==> src/hdl/sbmd_pkg.sv <==
// Shared constants and codes for the spectrum bin magnitude / decibel core.
// Used by the log cells and the top level.
package sbmd_pkg;

  // Configuration register index
  typedef enum logic [0:0] {
    CFG_DB_FLOOR   = 1'b0,
    CFG_SILENCE_TH = 1'b1
  } cfg_idx_t;

  localparam int FLOOR_W  = 16;
  localparam int THRESH_W = 24;
  localparam int CFG_W    = 24;

  localparam logic signed [FLOOR_W-1:0] FLOOR_RST  = -16'sd23040;
  localparam logic [THRESH_W-1:0]       THRESH_RST = 24'd8;

  // Log2 mantissa in Q1.30, fraction of log2 in 16 bits
  localparam int NORM_W    = 31;
  localparam int LOG_FRAC_W = 16;
  localparam int LOG_STEPS = 16;

  // log2 value in Q.16 (signed), dB product, dB level before the floor clamp
  localparam int LOG_W   = 23;
  localparam int K_W     = 28;
  localparam int PROD_W  = LOG_W + K_W;
  localparam int LEVEL_W = PROD_W - 32;

  // 20*log10(2) in Q.24
  localparam logic signed [K_W-1:0] DB_K = 28'sd101008905;

endpackage

==> src/hdl/sbmd_log_cell.sv <==
// One log2 fraction cell: squares the normalized mantissa and yields one bit.
// Depends on sbmd_pkg for the mantissa and fraction widths.
module sbmd_log_cell #(
  parameter int SW = 24,
  parameter int EW = 5
) (
  input  logic                             clk,
  input  logic                             rst_n,
  input  logic                             en,
  input  logic                             in_valid,
  input  logic [sbmd_pkg::NORM_W-1:0]      in_y,
  input  logic [sbmd_pkg::LOG_FRAC_W-1:0]  in_frac,
  input  logic [EW-1:0]                    in_exp,
  input  logic [SW-1:0]                    in_mag,
  input  logic [2*SW-1:0]                  in_power,
  input  logic                             in_last,
  output logic                             out_valid,
  output logic [sbmd_pkg::NORM_W-1:0]      out_y,
  output logic [sbmd_pkg::LOG_FRAC_W-1:0]  out_frac,
  output logic [EW-1:0]                    out_exp,
  output logic [SW-1:0]                    out_mag,
  output logic [2*SW-1:0]                  out_power,
  output logic                             out_last
);
  localparam int NW = sbmd_pkg::NORM_W;
  localparam int FW = sbmd_pkg::LOG_FRAC_W;

  logic [2*NW-1:0] sq;
  logic [NW:0]     y2;
  logic            bit_set;
  logic [NW-1:0]   y_nxt;
  logic [FW-1:0]   frac_nxt;
  logic            valid_r;
  logic [NW-1:0]   y_r;
  logic [FW-1:0]   frac_r;
  logic [EW-1:0]   exp_r;
  logic [SW-1:0]   mag_r;
  logic [2*SW-1:0] power_r;
  logic            last_r;

  // Square in Q1.30, truncate; a value of 2 or more renormalizes and sets the bit
  always_comb begin
    sq       = (2*NW)'(in_y) * (2*NW)'(in_y);
    y2       = sq[2*NW-1:NW-1];
    bit_set  = y2[NW];
    y_nxt    = bit_set ? y2[NW:1] : y2[NW-1:0];
    frac_nxt = {in_frac[FW-2:0], bit_set};
  end

  always_ff @(posedge clk) begin
    if (!rst_n) begin
      valid_r <= 1'b0;
    end else if (en) begin
      valid_r <= in_valid;
    end
  end

  always_ff @(posedge clk) begin
    if (en) begin
      y_r     <= y_nxt;
      frac_r  <= frac_nxt;
      exp_r   <= in_exp;
      mag_r   <= in_mag;
      power_r <= in_power;
      last_r  <= in_last;
    end
  end

  assign out_valid = valid_r;
  assign out_y     = y_r;
  assign out_frac  = frac_r;
  assign out_exp   = exp_r;
  assign out_mag   = mag_r;
  assign out_power = power_r;
  assign out_last  = last_r;
endmodule
==> config.mk <==
export PLATFORM = sky130hd
export DESIGN_NAME = sbmd_log_cell
export DESIGN_NICKNAME = d
export VERILOG_FILES = /design/src/hdl/sbmd_pkg.sv /design/src/hdl/sbmd_log_cell.sv
export SDC_FILE = /design/constraint.sdc
export NUM_CORES = 2
export LEC_CHECK = 0
export ABC_AREA = 1
export BUFFER_PORTS_ARGS = -buffer_cell sky130_fd_sc_hd__buf_2
export CAP_MARGIN = 40
export CORE_MARGIN = 4
export CORE_UTILIZATION = 30
export DETAILED_ROUTE_END_ITERATION = 12
export PLACE_DENSITY = 0.5
export SLEW_MARGIN = 20
export SYNTH_ARGS = -nofsm -noshare
export SYNTH_HDL_FRONTEND = slang
export SYNTH_SLANG_ARGS = --single-unit
==> constraint.sdc <==
create_clock -name clk -period 10.5 [get_ports clk]
set_input_delay 1.05 -clock clk [delete_from_list [all_inputs] [get_ports clk]]
set_output_delay 1.05 -clock clk [all_outputs]
set_load 0.1 [all_outputs]
== After elaboration in Yosys (flattened, before gate mapping) ==
Index checks and enable logic that the tools add are counted.

* $mul: 1
* Mux-type cells: 1

{| class="wikitable"
|+ Operators with widths
! cell !! count
|-
| 31-bit by 31-bit multiplier with 62-bit output || 1
|-
| 30-bit 2-to-1 mux || 1
|}

* Flip-flop bits (word level): 126
* Output and inout bits: 126

== Depth between registers and ports, before layout ==
* Depth after elaboration: 2
* Gate-level depth with buffers: 34
* Gate-level depth less buffers: 31

== Worst setup path before layout ==
No wires, ideal clock.

* Path type: in2reg
* Start point: input port in_y[25] in the netlist's numbering
* End point: register y_r[13], in the netlist out_y[13], data pin
* Path buffers: 3
* Path slack: 2.922 ns
* Stages: 30
* Arrival time: 7.326 ns
* Required time: 10.248 ns
* Cell sequence: clkbuf_1 > buf_1 > nand2_1 > fa_1 > fa_1 > inv_1 > fa_1 > inv_1 > fa_1 > inv_1 > fa_1 > fa_1 > fa_1 > inv_1 > fa_1 > inv_1 > ha_1 > nand2_1 > nand2_1 > a21oi_2 > nand2_1 > nand2_1 > nand2_1 > a21oi_2 > nand2_2 > nand2_2 > nand2_2 > buf_6 > nand2_1 > nand2_1

* Cells in the longest elaborated chain, start to end: 2

{| class="wikitable"
|+ Ends and longest elaborated chain
! what !! line !! text
|-
| from (decl) || sbmd_log_cell.sv:11 || <nowiki>input logic [sbmd_pkg::NORM_W-1:0] in_y,</nowiki>
|-
| 31-bit by 31-bit multiplier with 62-bit output || sbmd_log_cell.sv:43 || <nowiki>sq = (2*NW)'(in_y) * (2*NW)'(in_y);</nowiki>
|-
| 30-bit 2-to-1 mux || sbmd_log_cell.sv:46 || <nowiki>y_nxt = bit_set ? y2[NW:1] : y2[NW-1:0];</nowiki>
|-
| via y_nxt[13] || sbmd_log_cell.sv:31 || <nowiki>logic [NW-1:0] y_nxt;</nowiki>
|-
| to (signal assigned) || sbmd_log_cell.sv:60 || <nowiki>y_r <= y_nxt;</nowiki>
|-
| to (decl) || sbmd_log_cell.sv:34 || <nowiki>logic [NW-1:0] y_r;</nowiki>
|}

The timed path passes the listed nets, and every way through them passes these cells.
A chain may end at the register's enable or synchronous reset.

== Worst setup path in the final report ==
* Start point: input port in_y[9] in the netlist's numbering
* End point: register y_r[18], in the netlist out_y[18], data pin

The elaborated chain is that of the path after synthesis.

==> results.txt <==
----------------------------------------------------
[Route]
  Total wirelength of the detailed-routed design ... 85.28 mm
  Final ANT Viol Nets ... 0
  Routed vias/inst ... 4.202
  DRC ... 0
  Length of the first detailed-routing pass in iterations ... 7
  First DRT Iteration DRCs ... 1237
  Vias ... around 24000
  Wire length per cell after detailed routing ... 15.02 um

[Outcome]
  Outcome ... completed

[Logic synthesis]
  Share of synthesized cell area in full adder, half adder and majority cells ... 54.92%
  Mux contribution to synthesized area ... 0%
  Compound-Gate Fraction of Synth Area ... around 1.6%
  Post-Synthesis Net Count ... 5122
  Combinational family with the most area after synthesis ... adder cells
  Sequential element share of the synthesized area ... around 11%
  Number of warnings reported in the yosys synthesis log ... 0
  Mapped Area ... roughly 33000 um2
  Instance count of the mapped netlist ... 3977
  Register bit count reported by yosys ... 126
  Netlist cell types ... 37
  XOR/XNOR share of the synthesized area ... 0.8139%
  Synthesized area per cell ... ~8.4 um2
  Simple-gate share of the synthesized area ... 15.13%

[Critical path]
  CP startpoint ... in_y[9]
  Peak per-stage delay on the critical path ... roughly 560 ps
  CP max stage cell ... fa_1
  Setup crit start kind ... primary input
  Arrival time reported for the critical path endpoint ... 8250 ps
  Start-to-end type of the worst setup path ... in -> reg
  Data required time of the critical path ... between 10000 and 15000 ps
  Largest fanout on the critical path ... 31
  Setup crit end kind ... flip-flop
  Worst reg2reg path startpoint ... out_valid

[Floorplanning]
  Die Y ... 341.5 um
  Initial cell density of the core ... 30.19%
  Width of the chip ... 341.5 um
  # IOs ... between 200 and 300
  Area of the placeable core ... 110500 um2
  Total die area ... 116600 um2
  Number of placement rows ... 122

[Finish]
  Share of layout cells above drive strength 1 ... 8.282%
  Layout Cell Area excl Fill ... 37260 um2
  Nets@finish ... 5322
  Layout overhead on the synthesized area ... 11.69%
  Diodes inserted ... 0
  Final-layout fill cell count ... 11810

[STA]
  Worst relative slew slack ... 43.84%
  Final setup violating endpoints ... 0
  Number of hold violations in the final report ... 0
  Max Freq ... between 100 and 150 MHz
  Max Slew Vio Count ... 0
  Post-layout min period ... 8103 ps
  Setup skew after layout ... 0 ps
  Unrepaired setup endpoints after global routing ... false
  Sum of negative setup slack ... 0 ps
  Transition time of the tightest slew-check pin ... 842.4 ps
  Crit share post-route ... just under 80%

[CTS]
  Number of buffers between clock root and the deepest sink ... 2
  H-Tree Depth ... 4
  Total of hold buffers inserted after clock tree synthesis ... 0
  Number of clock sinks ... 126
  Post-CTS Setup Bufs ... 0
  Clk slew on worst S/H paths ... 50 ps
  Inserted Clock Buffers ... 17
  TritonCTS clock tree ... done
  CTS root buffer ... clkbuf_16
  Insertion delay to the later sink of the worst-skew pair ... 410 ps
  Count of cells resized by post-cts repair ... 0

[Place]
  HPWL after detailed placement ... 75.93 mm
  Placer congestion estimate ... 0.8862
  Port bufs ... 253
  Cell Area, Placed ... roughly 36000 um2

[Min path]
  Min-Delay Startpoint ... out_valid
  Hold WC Path Type ... reg -> reg

[GRT]
  Overflow left after global routing ... 0
  Maximum number of pins on one net before global-route repair ... a little over 60
  Global routing usage summed across all routing layers ... 15.14%
  Vias in the first global route ... roughly 26000
  Initial antenna violation count ... 0
  Global-route wire length before repair ... 140.1 mm

[Run]
  Max-cap violation count ... 0

----------------------------------------------------
worst max-delay path, delay by kind of cell:
| kind | cells | cell delay [ps] |
|---|---|---|
| adder cells (fa/ha/maj) | 9 | 4430 |
| AO/OA/AOI/OAI | 2 | 450 |
| AND/OR/NAND/NOR | 11 | 1340 |
| buffers and inverters | 7 | 970 |
final timing paths:
path	slack [ps]	end	cells past startpoint
max	2400	out_y[18]	29
min	540	out_valid	2
min reg2reg	540	out_valid	2
max reg2reg	9870	out_valid	2
kinds of logic after synthesis:
group / after synthesis
xor+xnor: 31
compound gates: 93
fa+ha+maj: 1016
buf+inv: 1434
simple gates: 1277
flops: 126
metrics by stage:
| step | hold WS (ps) | utilization [%] | cells | setup WS [ps] |
|---|---|---|---|---|
| detailed placement | 534.5 | 32.94 | 5635 | 1843 |
| finish | 544.8 | 33.71 | 5678 | 2397 |
| global route | 597.3 | 33.71 | 5678 | 1943 |
| global placement | 525.9 | 32.68 | 5624 | 1878 |
| CTS | 547.8 | 33.44 | 5667 | 2275 |
| floorplan | 986.3 | - | 3977 | 2922 |
cells in the mapped netlist, drive strengths merged:
master | n | area (um2)
xor2 | 21 | 183.9
inv | 1333 | 5004
or2 | 4 | 25.02
clkbuf | 84 | 315.3
a31o | 2 | 17.52
nand3 | 68 | 340.3
ha | 269 | 3366
a21o | 2 | 15.01
o21a | 1 | 7.510
nand4 | 15 | 93.84
edfxtp | 125 | 3754
nor4 | 5 | 31.28
a21boi | 1 | 7.510
and3 | 2 | 12.51
dfxtp | 1 | 20.02
and2 | 2 | 15.02
xnor2 | 10 | 87.58
o21ai | 18 | 90.08
nor2 | 116 | 465.5
buf | 17 | 110.1
o21bai | 12 | 90.09
nand3b | 3 | 22.52
nand2 | 1053 | 3990
fa | 747 | 14950
a21oi | 57 | 292.8
nor3 | 9 | 50.05
sequential cells by signal, summed over array words and instances (netlist names):
name / count
out_y: 31
out_exp: 5
out_last: 1
out_frac: 16
out_valid: 1
out_power: 48
out_mag: 24
metal layers:
| layer | track usage [%] | vias up | part of all wire [%] |
|---|---|---|---|
| li1 | - | 11590 | - |
| met1 | 20.82 | 11910 | 46 |
| met2 | 26.68 | 299 | 50 |
| met3 | 1.344 | 60 | 2.8 |
| met4 | 1.965 | 0 | 1.3 |
| met5 | 0 | - | 0 |
cell usage in the layout, fill, tap and decap left out, types with 17 or more instances in the layout:
cell type,synthesis,routed
nand2_1,1040,1040
nand3_1,68,68
buf_16,0,20
a21oi_1,55,55
clkbuf_16,0,17
inv_1,1329,1329
nor2_1,108,108
fa_1,747,747
o21ai_0,17,17
ha_1,269,269
xor2_1,21,21
buf_2,1,252
edfxtp_1,125,125
cell type report:
| class | instances | area, um2 | area share, % |
|---|---|---|---|
| Tap cell | 1488 | 1862 | 4.997 |
| Multi-Input combinational cell | 2417 | 24160 | 64.84 |
| Inverter | 1333 | 5004 | 13.43 |
| Timing Repair Buffer | 282 | 1912 | 5.131 |
| Sequential cell | 126 | 3774 | 10.13 |
| Clock inverter | 15 | 125.1 | 0.3358 |
| Clock buffer | 17 | 425.4 | 1.142 |
Power is left out: the tool's default activity adds up to more than one toggle a clock period on the data nets, which glitch-free logic cannot reach.
