**src/hdl/sbmd_sqrt_cell.sv**
```systemverilog
// One restoring square-root cell: decides one root bit per request.
// Depends on nothing beyond its parameters.
module sbmd_sqrt_cell #(
  parameter int SW  = 24,
  parameter int BIT = 0
) (
  input  logic            clk,
  input  logic            rst_n,
  input  logic            en,
  input  logic            in_valid,
  input  logic [2*SW-1:0] in_rem,
  input  logic [SW-1:0]   in_root,
  input  logic [2*SW-1:0] in_power,
  input  logic            in_last,
  output logic            out_valid,
  output logic [2*SW-1:0] out_rem,
  output logic [SW-1:0]   out_root,
  output logic [2*SW-1:0] out_power,
  output logic            out_last
);
  localparam int TW = 2 * SW + 1;

  logic [TW-1:0]   trial;
  logic [TW-1:0]   rem_ext;
  logic            take;
  logic [2*SW-1:0] rem_nxt;
  logic [SW-1:0]   root_nxt;
  logic            valid_r;
  logic [2*SW-1:0] rem_r;
  logic [SW-1:0]   root_r;
  logic [2*SW-1:0] power_r;
  logic            last_r;

  // (R + 2^i)^2 - R^2 = R*2^(i+1) + 2^(2i)
  always_comb begin
    rem_ext  = TW'(in_rem);
    trial    = (TW'(in_root) << (BIT + 1)) + (TW'(1) << (2 * BIT));
    take     = rem_ext >= trial;
    rem_nxt  = take ? (2*SW)'(rem_ext - trial) : in_rem;
    root_nxt = take ? (in_root | (SW'(1) << BIT)) : in_root;
  end

  always_ff @(posedge clk) begin
    if (!rst_n) begin
      valid_r <= 1'b0;
    end else if (en) begin
      valid_r <= in_valid;
    end
  end

  always_ff @(posedge clk) begin
    if (en) begin
      rem_r   <= rem_nxt;
      root_r  <= root_nxt;
      power_r <= in_power;
      last_r  <= in_last;
    end
  end

  assign out_valid = valid_r;
  assign out_rem   = rem_r;
  assign out_root  = root_r;
  assign out_power = power_r;
  assign out_last  = last_r;
endmodule

```
**config.mk**
```make
export PLATFORM = sky130hd
export DESIGN_NAME = sbmd_sqrt_cell
export DESIGN_NICKNAME = d
export VERILOG_FILES = /design/src/hdl/sbmd_sqrt_cell.sv
export SDC_FILE = /design/constraint.sdc
export NUM_CORES = 1
export LEC_CHECK = 0
export BUFFER_PORTS_ARGS = -buffer_cell sky130_fd_sc_hd__buf_4
export CAP_MARGIN = 20
export CORE_ASPECT_RATIO = 0.7
export CORE_MARGIN = 5
export CORE_UTILIZATION = 30
export DETAILED_ROUTE_END_ITERATION = 10
export SLEW_MARGIN = 20
export SYNTH_ARGS = -nofsm -noshare
export SYNTH_HDL_FRONTEND = slang
export SYNTH_SLANG_ARGS = --single-unit
```
**constraint.sdc**
```tcl
create_clock -name clk -period 4.8 [get_ports clk]
set_input_delay 0.24 -clock clk [delete_from_list [all_inputs] [get_ports clk]]
set_output_delay 0.24 -clock clk [all_outputs]
set_load 0.1 [all_outputs]
```
== Word-level counts from Yosys, hierarchy flattened ==
Cells that the tools add are included.

* Output and inout bits: 122
* Logic and storage cells: 10
* Bits of input ports: 125
* Register bits: 122

* Add/subtract/negate cells: 2
* Order comparisons: 1
* Mux-type cells: 1

{| class="wikitable"
|+ Operator list
! operator !! number
|-
| $ge A48 B26 Y1 || 1
|-
| $mux W48 || 1
|-
| $sub A48 B26 Y48 || 1
|-
| $add A25 B1 Y26 const B || 1
|}

== Logic depth before layout (Yosys ltp) ==
Gate-level depths: netlist (run 1).

* Depth after elaboration: 3
* Mapped depth: 12
* Gate-level depth less buffers: 11

== Worst setup path before layout (run 1) ==
Ideal clock, no wire load.

* Path type: in2reg
* Start point: input port in_root[0]
* End point: register rem_r[44], in the netlist out_rem[44], data pin
* Required time: 4.542 ns
* Arrival time: 2.537 ns
* Path slack: 2.005 ns
* Stages: 10
* Cells stage by stage: inv_1 -> fa_1 -> a211oi_1 -> o211ai_1 -> a211oi_1 -> and4b_1 -> o21a_1 -> nor4_1 -> nand2_1 -> xnor2_1

* Cells in the longest elaborated chain, start to end: 3
* Elaborated cells on any way between the ends: 4

{| class="wikitable"
|+ RTL lines
! element !! RTL line !! RTL
|-
| from (decl) || 12 || <nowiki>input logic [SW-1:0] in_root,</nowiki>
|-
| $add A25 B1 Y26 (*) || 37 || <nowiki>trial = (TW'(in_root) << (BIT + 1)) + (TW'(1) << (2 * BIT));</nowiki>
|-
| $sub A48 B26 Y48 or $ge A48 B26 Y1 (tied branches) || 39, 38 ||
|-
| $mux W48 (*) || 39 || <nowiki>rem_nxt = take ? (2*SW)'(rem_ext - trial) : in_rem;</nowiki>
|-
| via rem_nxt[44] || 26 || <nowiki>logic [2*SW-1:0] rem_nxt;</nowiki>
|-
| to (signal assigned) || 53 || <nowiki>rem_r <= rem_nxt;</nowiki>
|-
| to (decl) || 29 || <nowiki>logic [2*SW-1:0] rem_r;</nowiki>
|}

Mark *: on every way through the listed nets, which the timed path passes. The rest lies on a longest branch.
A chain may end at the register's enable or synchronous reset.

== Worst setup path in the final report (run 1) ==
* Start point: input port in_root[22]
* End point: register rem_r[1], in the netlist out_rem[1], data pin

* Cells in the longest elaborated chain, start to end: 3

{| class="wikitable"
|+ RTL lines
! element !! RTL line !! RTL
|-
| $add A25 B1 Y26 || 37 ||
|-
| $ge A48 B26 Y1 || 38 || <nowiki>take = rem_ext >= trial;</nowiki>
|-
| $mux W48 || 39 ||
|-
| via rem_nxt[1] || 26 ||
|}

The timed path passes the listed nets, and every way through them passes these cells.

==> impl_metrics.toml, run 1 <==
[floorplan]
dieArea_mm2 = 0.02248
die_w_um = 177.1
die_y_um = 127.0
io-pin-count = 247
start_util_pct = 30.74
core_area_mm2 = 0.01908
rows = 42

[power]
internal_power_w = 0.002297
peakVddDrop_v = 0.0002004
clock_power_share_pct = 31.3
netSwitchingPower_w = 0.001551
p_leak_nw = 3.839
p_per_area_mw_per_mm2 = 416.6
switching_share_pct = 40.31
combPwrFrac_pct = 34.1
power_frac_seq_pct = 34.6

[sta]
hold_viol_final = 0
drv_slew = 0
fmax_ghz = 0.2899
fin_worst_skew_ns = 0
final-setup-viol-count = 0
slew_headroom_pct = 37.14
grt_setup_unrepaired = "false"
tns_ns = 0
setup_ws_ns = 1.351
min_period_over_period_pct = 71.86
fin_crit_ns = 3.449
worst_slew_pin_slew_ns = 0.9428

[worst_setup_path]
path_cells = "dlygate4sd3_1 > buf_4 > inv_1 > ha_1 > nand4b_1 > nor4_1 > a2111oi_0 > nand3_1 > a21oi_4 > buf_4 > mux2_2"
cpPeakStageDelay_ns = 0.61
arrival_ns = 3.62
rr_worst_depth = 2
r2r_slack_ns = 4.20
path_delay_family = "compound AO/OA/AOI/OAI gates"
required_ns = 4.98
crit_path_end_kind = "flip-flop"
worst_path_most_repeated_cell = "buf_4"
critPathMaxFanout = 32
critical_path_class = "primary input to flip-flop"
crit_start = "in_root[22]"
crit_slowest_cell = "a21oi_4"
start_kind = "primary input"
cp_num_buf_inv = 4
reg2reg_from = "out_valid$_SDFFE_PN0P_"
r2r_end = "out_valid$_SDFFE_PN0P_"

[synthesis]
synth_cell_type_count = 52
synth-seq-cells = 122
yosysMostFrequentCell = "edfxtp_1"
syn-mean-instance-area_um2 = 12.42
synth_area_leader_cell = "edfxtp_1"
synth_edf_count = 121
synthFlopType = "edfxtp_1"
synth_seq_area_share_pct = 62.31
synth_cells = 472
synth_area_leaders = "edfxtp_1, ha_1, o21ai_0, xor2_1, nand2_1"
synth_top_area_share_pct = 61.97
synthArstFlopShare_pct = 0
ys_warn_count = 0
syn-num-nets = 623
syn_area_mm2 = 0.005863
synth_common_cells = "edfxtp_1, nand2_1, o21ai_0, inv_1, a21oi_1"

[cts]
cts_setup_buffers = 0
cts_inserted_buffers = 17
cts-root-buf = "clkbuf_16"
cts_tree = "built"
clk_latency_ns = 0.41
clk_pin_slew_ns = 0.06
clkSinkCount = 122
clock_tree.buffer_depth = 2
h-tree-depth = 4

[drt]
drc = 0
drt-total-wl_mm = 18.47
routed-via-count = 4952
dr.pass1.iters = 5
wl_per_cell_um = 17.19
drt_iter0_drc = 270
antenna_left = 0
viasPerCell = 4.607

[finish]
final_area_mm2 = 0.009238
multi_input_area_mm2 = 0.002049
nets = 949
synthToLayoutAreaGrowth_pct = 57.55
antennaDiodeCount = 0
regArea_mm2 = 0.003654
final_util_pct = 48.43
n_fill_cell = 1707
final_layout_size_suffix_gt1_share_pct = 36.25

[placed_design]
dpl.hpwl_mm = 13.71
place_ws_ns = 1.435
io_buffers = 246
place_congestion = 0.9058
placed_area_mm2 = 0.008023

[worst_hold_path]
hold_depth = 1
min-delay-start = "in_root[12]"
min_path_type = "primary input to flip-flop"
hold_end = "out_root[12]$_DFFE_PP_"

[job]
drv_cap = 0

[status]
status = "finished clean"

[global_route]
track_usage_pct = 15.91
grt_max_degree = 71
grt_overflow_total = 0
antenna_found_initial = 3
grt_pass1_vias = 5112
grt_pass1_wl_mm = 27.95
[worst max path at each step]
stage	to	slack [ns]	depth (start not counted)
finish	out_rem[1]$_DFFE_PP_	1.35	11
global route	out_rem[1]$_DFFE_PP_	1.10	11
CTS	out_rem[44]$_DFFE_PP_	1.40	12
detailed placement	out_rem[44]$_DFFE_PP_	1.43	10
global placement	out_rem[46]$_DFFE_PP_	1.47	10
floorplan	out_rem[44]$_DFFE_PP_	2.01	10
[layout by cell type, fill, tap and decap left out, types with 3 or more instances in the layout]
| master | count |
|---|---|
| nand2_1 | 53 |
| clkinv_4 | 3 |
| inv_6 | 7 |
| nor3_1 | 14 |
| xor2_1 | 23 |
| dlygate4sd3_1 | 66 |
| o211ai_1 | 5 |
| a21oi_1 | 28 |
| ha_1 | 25 |
| nand3_1 | 8 |
| inv_1 | 32 |
| xnor2_1 | 22 |
| clkbuf_16 | 17 |
| nand4_1 | 3 |
| nand2b_1 | 4 |
| a21o_1 | 3 |
| nor2_1 | 21 |
| o21ai_0 | 42 |
| a211oi_1 | 6 |
| buf_4 | 249 |
| edfxtp_1 | 121 |
| nor4_1 | 9 |
| o21a_1 | 4 |
| mux2_2 | 3 |
| or2_2 | 4 |
[cell families after synthesis]
group / after synthesis / synth area share, %
flip-flops: 122 / 62.31
multiplexers: 4 / 0.7469
adder cells (fa/ha/maj): 26 / 5.676
AO/OA/AOI/OAI: 102 / 10.26
AND/OR/NAND/NOR: 133 / 11.42
buffers and inverters: 40 / 2.860
XOR/XNOR: 45 / 6.722
[worst register-to-register path, cell delays in order, from the launching register on]
cell and delay [ns]:
dfxtp_1 0.31, mux2i_1 0.12, nor2b_1 0.06
[registers in the layout, summed over array words and instances (netlist names)]
name	flops
out_rem	48
out_power	48
out_valid	1
out_last	1
out_root	24
[metal layers]
metal	vias up	GRT usage [%]	part of all wire, %
li1	2397	-	-
met1	2306	20.63	44
met4	6	4.229	1.1
met3	19	5.919	8.8
met2	224	25.25	46
met5	-	0	0.12
[final cells by class]
| cell class | count | area share, % |
|---|---|---|
| multi-input combinational | 310 | 22.19 |
| clock inverter | 15 | 1.395 |
| timing repair buffer | 315 | 27.39 |
| tap | 264 | 3.576 |
| clock buffer | 17 | 4.605 |
| sequential | 122 | 39.55 |
| inverter | 32 | 1.300 |
[stage by stage]
stage / instances / hold slack [ns] / power [W]
5_1_grt: 1075 / 0.001648 / 0.003997
6_report: 1075 / 0.02307 / 0.003848
2_1_floorplan: 472 / 0.3389 / 0.002282
3_5_place_dp: 977 / 0.4197 / 0.002622
3_3_place_gp: 977 / 0.4188 / 0.002617
4_1_cts: 1075 / 0.0004965 / 0.003890
[timing repair]
| item | in CTS | in global routing |
|---|---|---|
| resized for setup | 0 | 0 |
| endpoints found under the hold margin | 66 | 0 |
| hold buffers | 66 | 0 |
[power groups by stage]
stage          Combinational [W]  Clock (W)  Sequential (W)
2_1_floorplan           0.000192          0         0.00209
3_3_place_gp             0.00127          0         0.00135
5_1_grt                  0.00137    0.00129         0.00134
6_report                 0.00131    0.00120         0.00133
3_5_place_dp             0.00127          0         0.00135
4_1_cts                  0.00132    0.00124         0.00133
No activity file was read; power rests on OpenSTA's default activity.
==> run 2, diff against run 1 <==
- clock period: 4.8 -> 3.6 ns (I/O delays scaled with it)
==> run 2 against run 1 <==
Effect of this change:
- design area up 1.4%
- sequential power up 33%
- via count down 0.12%
- power up 35%
- setup slack worse by 1.1 ns
- non-clock buffer count up 9
- critical endpoint is now out_rem[36]$_DFFE_PP_
- largest power group unchanged
==> impl_metrics.toml, run 2 (synthesis gave the netlist of run 1 again) <==
[worst_setup_path]
path_delay_family = "simple AND/OR/NAND/NOR gates"
r2r_slack_ns = 3.01
start_kind = "primary input"
crit_path_end_kind = "flip-flop"
required_ns = 3.75
rr_worst_depth = 2
cpPeakStageDelay_ns = 0.60
crit_slowest_cell = "or4_4"
path_cells = "dlygate4sd3_1 > buf_4 > inv_1 > ha_1 > nand4b_1 > or4_4 > nor4_4 > a21oi_4 > or2_2 > nor4b_2 > xor2_1"
critPathMaxFanout = 9
r2r_end = "out_valid$_SDFFE_PN0P_"
critical_path_class = "primary input to flip-flop"
cp_num_buf_inv = 3
arrival_ns = 3.46
reg2reg_from = "out_valid$_SDFFE_PN0P_"

[cts]
clk_pin_slew_ns = 0.06
cts_resized = 0
clkSinkCount = 122
cts-root-buf = "clkbuf_16"
h-tree-depth = 4
clk_latency_ns = 0.41
cts_tree = "built"
clock_tree.buffer_depth = 2
cts_inserted_buffers = 17

[placed_design]
dpl.hpwl_mm = 13.89
place_congestion = 0.8946
placed_area_mm2 = 0.008063
io_buffers = 246

[sta]
fmax_ghz = 0.3018
final-setup-viol-count = 0
fin_crit_ns = 3.313
grt_setup_unrepaired = "false"
hold_viol_final = 0
min_period_over_period_pct = 92.03
fin_worst_skew_ns = 0
tns_ns = 0
worst_slew_pin_slew_ns = 0.6853
drv_slew = 0
slew_headroom_pct = 54.31

[floorplan]
dieArea_mm2 = 0.02248
core_area_mm2 = 0.01908
die_w_um = 177.1
start_util_pct = 30.74
io-pin-count = 247
die_y_um = 127.0
rows = 42

[worst_hold_path]
min-delay-start = "in_valid"
hold_depth = 3
min_path_type = "primary input to flip-flop"
hold_end = "out_valid$_SDFFE_PN0P_"

[global_route]
grt_pass1_vias = 5177
grt_pass1_wl_mm = 28.25
antenna_found_initial = 1
grt_overflow_total = 0
grt_max_degree = 73
track_usage_pct = 16.13

[drt]
wl_per_cell_um = 16.99
drc = 0
routed-via-count = 4946
viasPerCell = 4.567
drt_iter0_drc = 230
antenna_left = 0
dr.pass1.iters = 4
drt-total-wl_mm = 18.40

[power]
peakVddDrop_v = 0.0002257
p_leak_nw = 3.895
p_per_area_mw_per_mm2 = 555.4

[job]
drv_cap = 0

[finish]
nets = 958
multi_input_area_mm2 = 0.002049
final_area_mm2 = 0.009369
regArea_mm2 = 0.003654
final_layout_size_suffix_gt1_share_pct = 36.02
n_fill_cell = 1688
final_common_cell = "buf_4"
final_cell_mix = "buf_4, edfxtp_1, dlygate4sd3_1, nand2_1, o21ai_0"
synthToLayoutAreaGrowth_pct = 59.80
antennaDiodeCount = 0

[status]
status = "finished clean"
-- run 2: cell count changes in the layout (fill, tap and decap cells not counted) --
cell and change:
clkinv_2 +2, buf_12 +2, inv_6 -5, clkinv_4 +2, dlygate4sd3_1 +7, bufinv_16 +2, inv_8 -2
-- run 2: how the worst max path moves through the flow --
stage / start / to / slack, ns / cells past startpoint
6_report: in_root[22] / out_rem[36]$_DFFE_PP_ / 0.29 / 11
5_1_grt: in_root[1] / out_rem[46]$_DFFE_PP_ / 0.09 / 12
4_1_cts: in_root[1] / out_rem[46]$_DFFE_PP_ / 0.34 / 12
3_5_place_dp: in_root[0] / out_rem[46]$_DFFE_PP_ / 0.32 / 11
3_3_place_gp: in_rem[1] / out_rem[44]$_DFFE_PP_ / 0.35 / 10
2_1_floorplan: in_root[0] / out_rem[44]$_DFFE_PP_ / 0.87 / 10
-- run 2: per-stage QoR --
| stage | hold slack, ns | utilization (%) | total power [W] | setup slack (ns) | instances |
|---|---|---|---|---|---|
| floorplan | 0.2789 | - | 0.003043 | 0.8653 | 472 |
| global placement | 0.3585 | 42.27 | 0.003494 | 0.3512 | 979 |
| detailed placement | 0.3596 | 42.27 | 0.003506 | 0.3214 | 979 |
| CTS | 0.02623 | 49.11 | 0.005257 | 0.3362 | 1083 |
| global route | 0.04921 | 49.11 | 0.005405 | 0.09362 | 1083 |
| finish | 0.04296 | 49.11 | 0.005203 | 0.2869 | 1083 |
-- run 2: what timing repair did --
action                    4_1_cts  5_1_grt
buffers inserted                0        0
hold buffers                   73        0
hold endpoints to repair       73        0
-- run 2: where the power goes --
part	leakage [nW]	switching, W	total (W)	internal (W)
combinational	2.43	0.00133	0.00177	0.000439
clock	0.277	0.000648	0.00167	0.00102
sequential	1.19	0.0000422	0.00177	0.00173
total	3.90	0.00202	0.00520	0.00319
-- run 2: final cells by class --
type                    instances  share of cell area (%)
flip-flops and latches        122                   39.00
inverters                      32                   1.282
clock buffers                  17                   4.541
repair buffers                324                   28.18
clock inverters                14                   1.603
well taps                     264                   3.526
multi-input cells             310                   21.88
-- run 2: worst min-delay path, cell delays in order --
cell     delay [ns]
buf_4          0.08
mux2i_1        0.05
nor2b_1        0.10
-- run 2: routing by layer --
metal	GRT usage (%)	wire length (um)
met3	5.830	1691
met2	25.88	8453
met1	20.48	7999
met5	0	11
met4	5.048	246
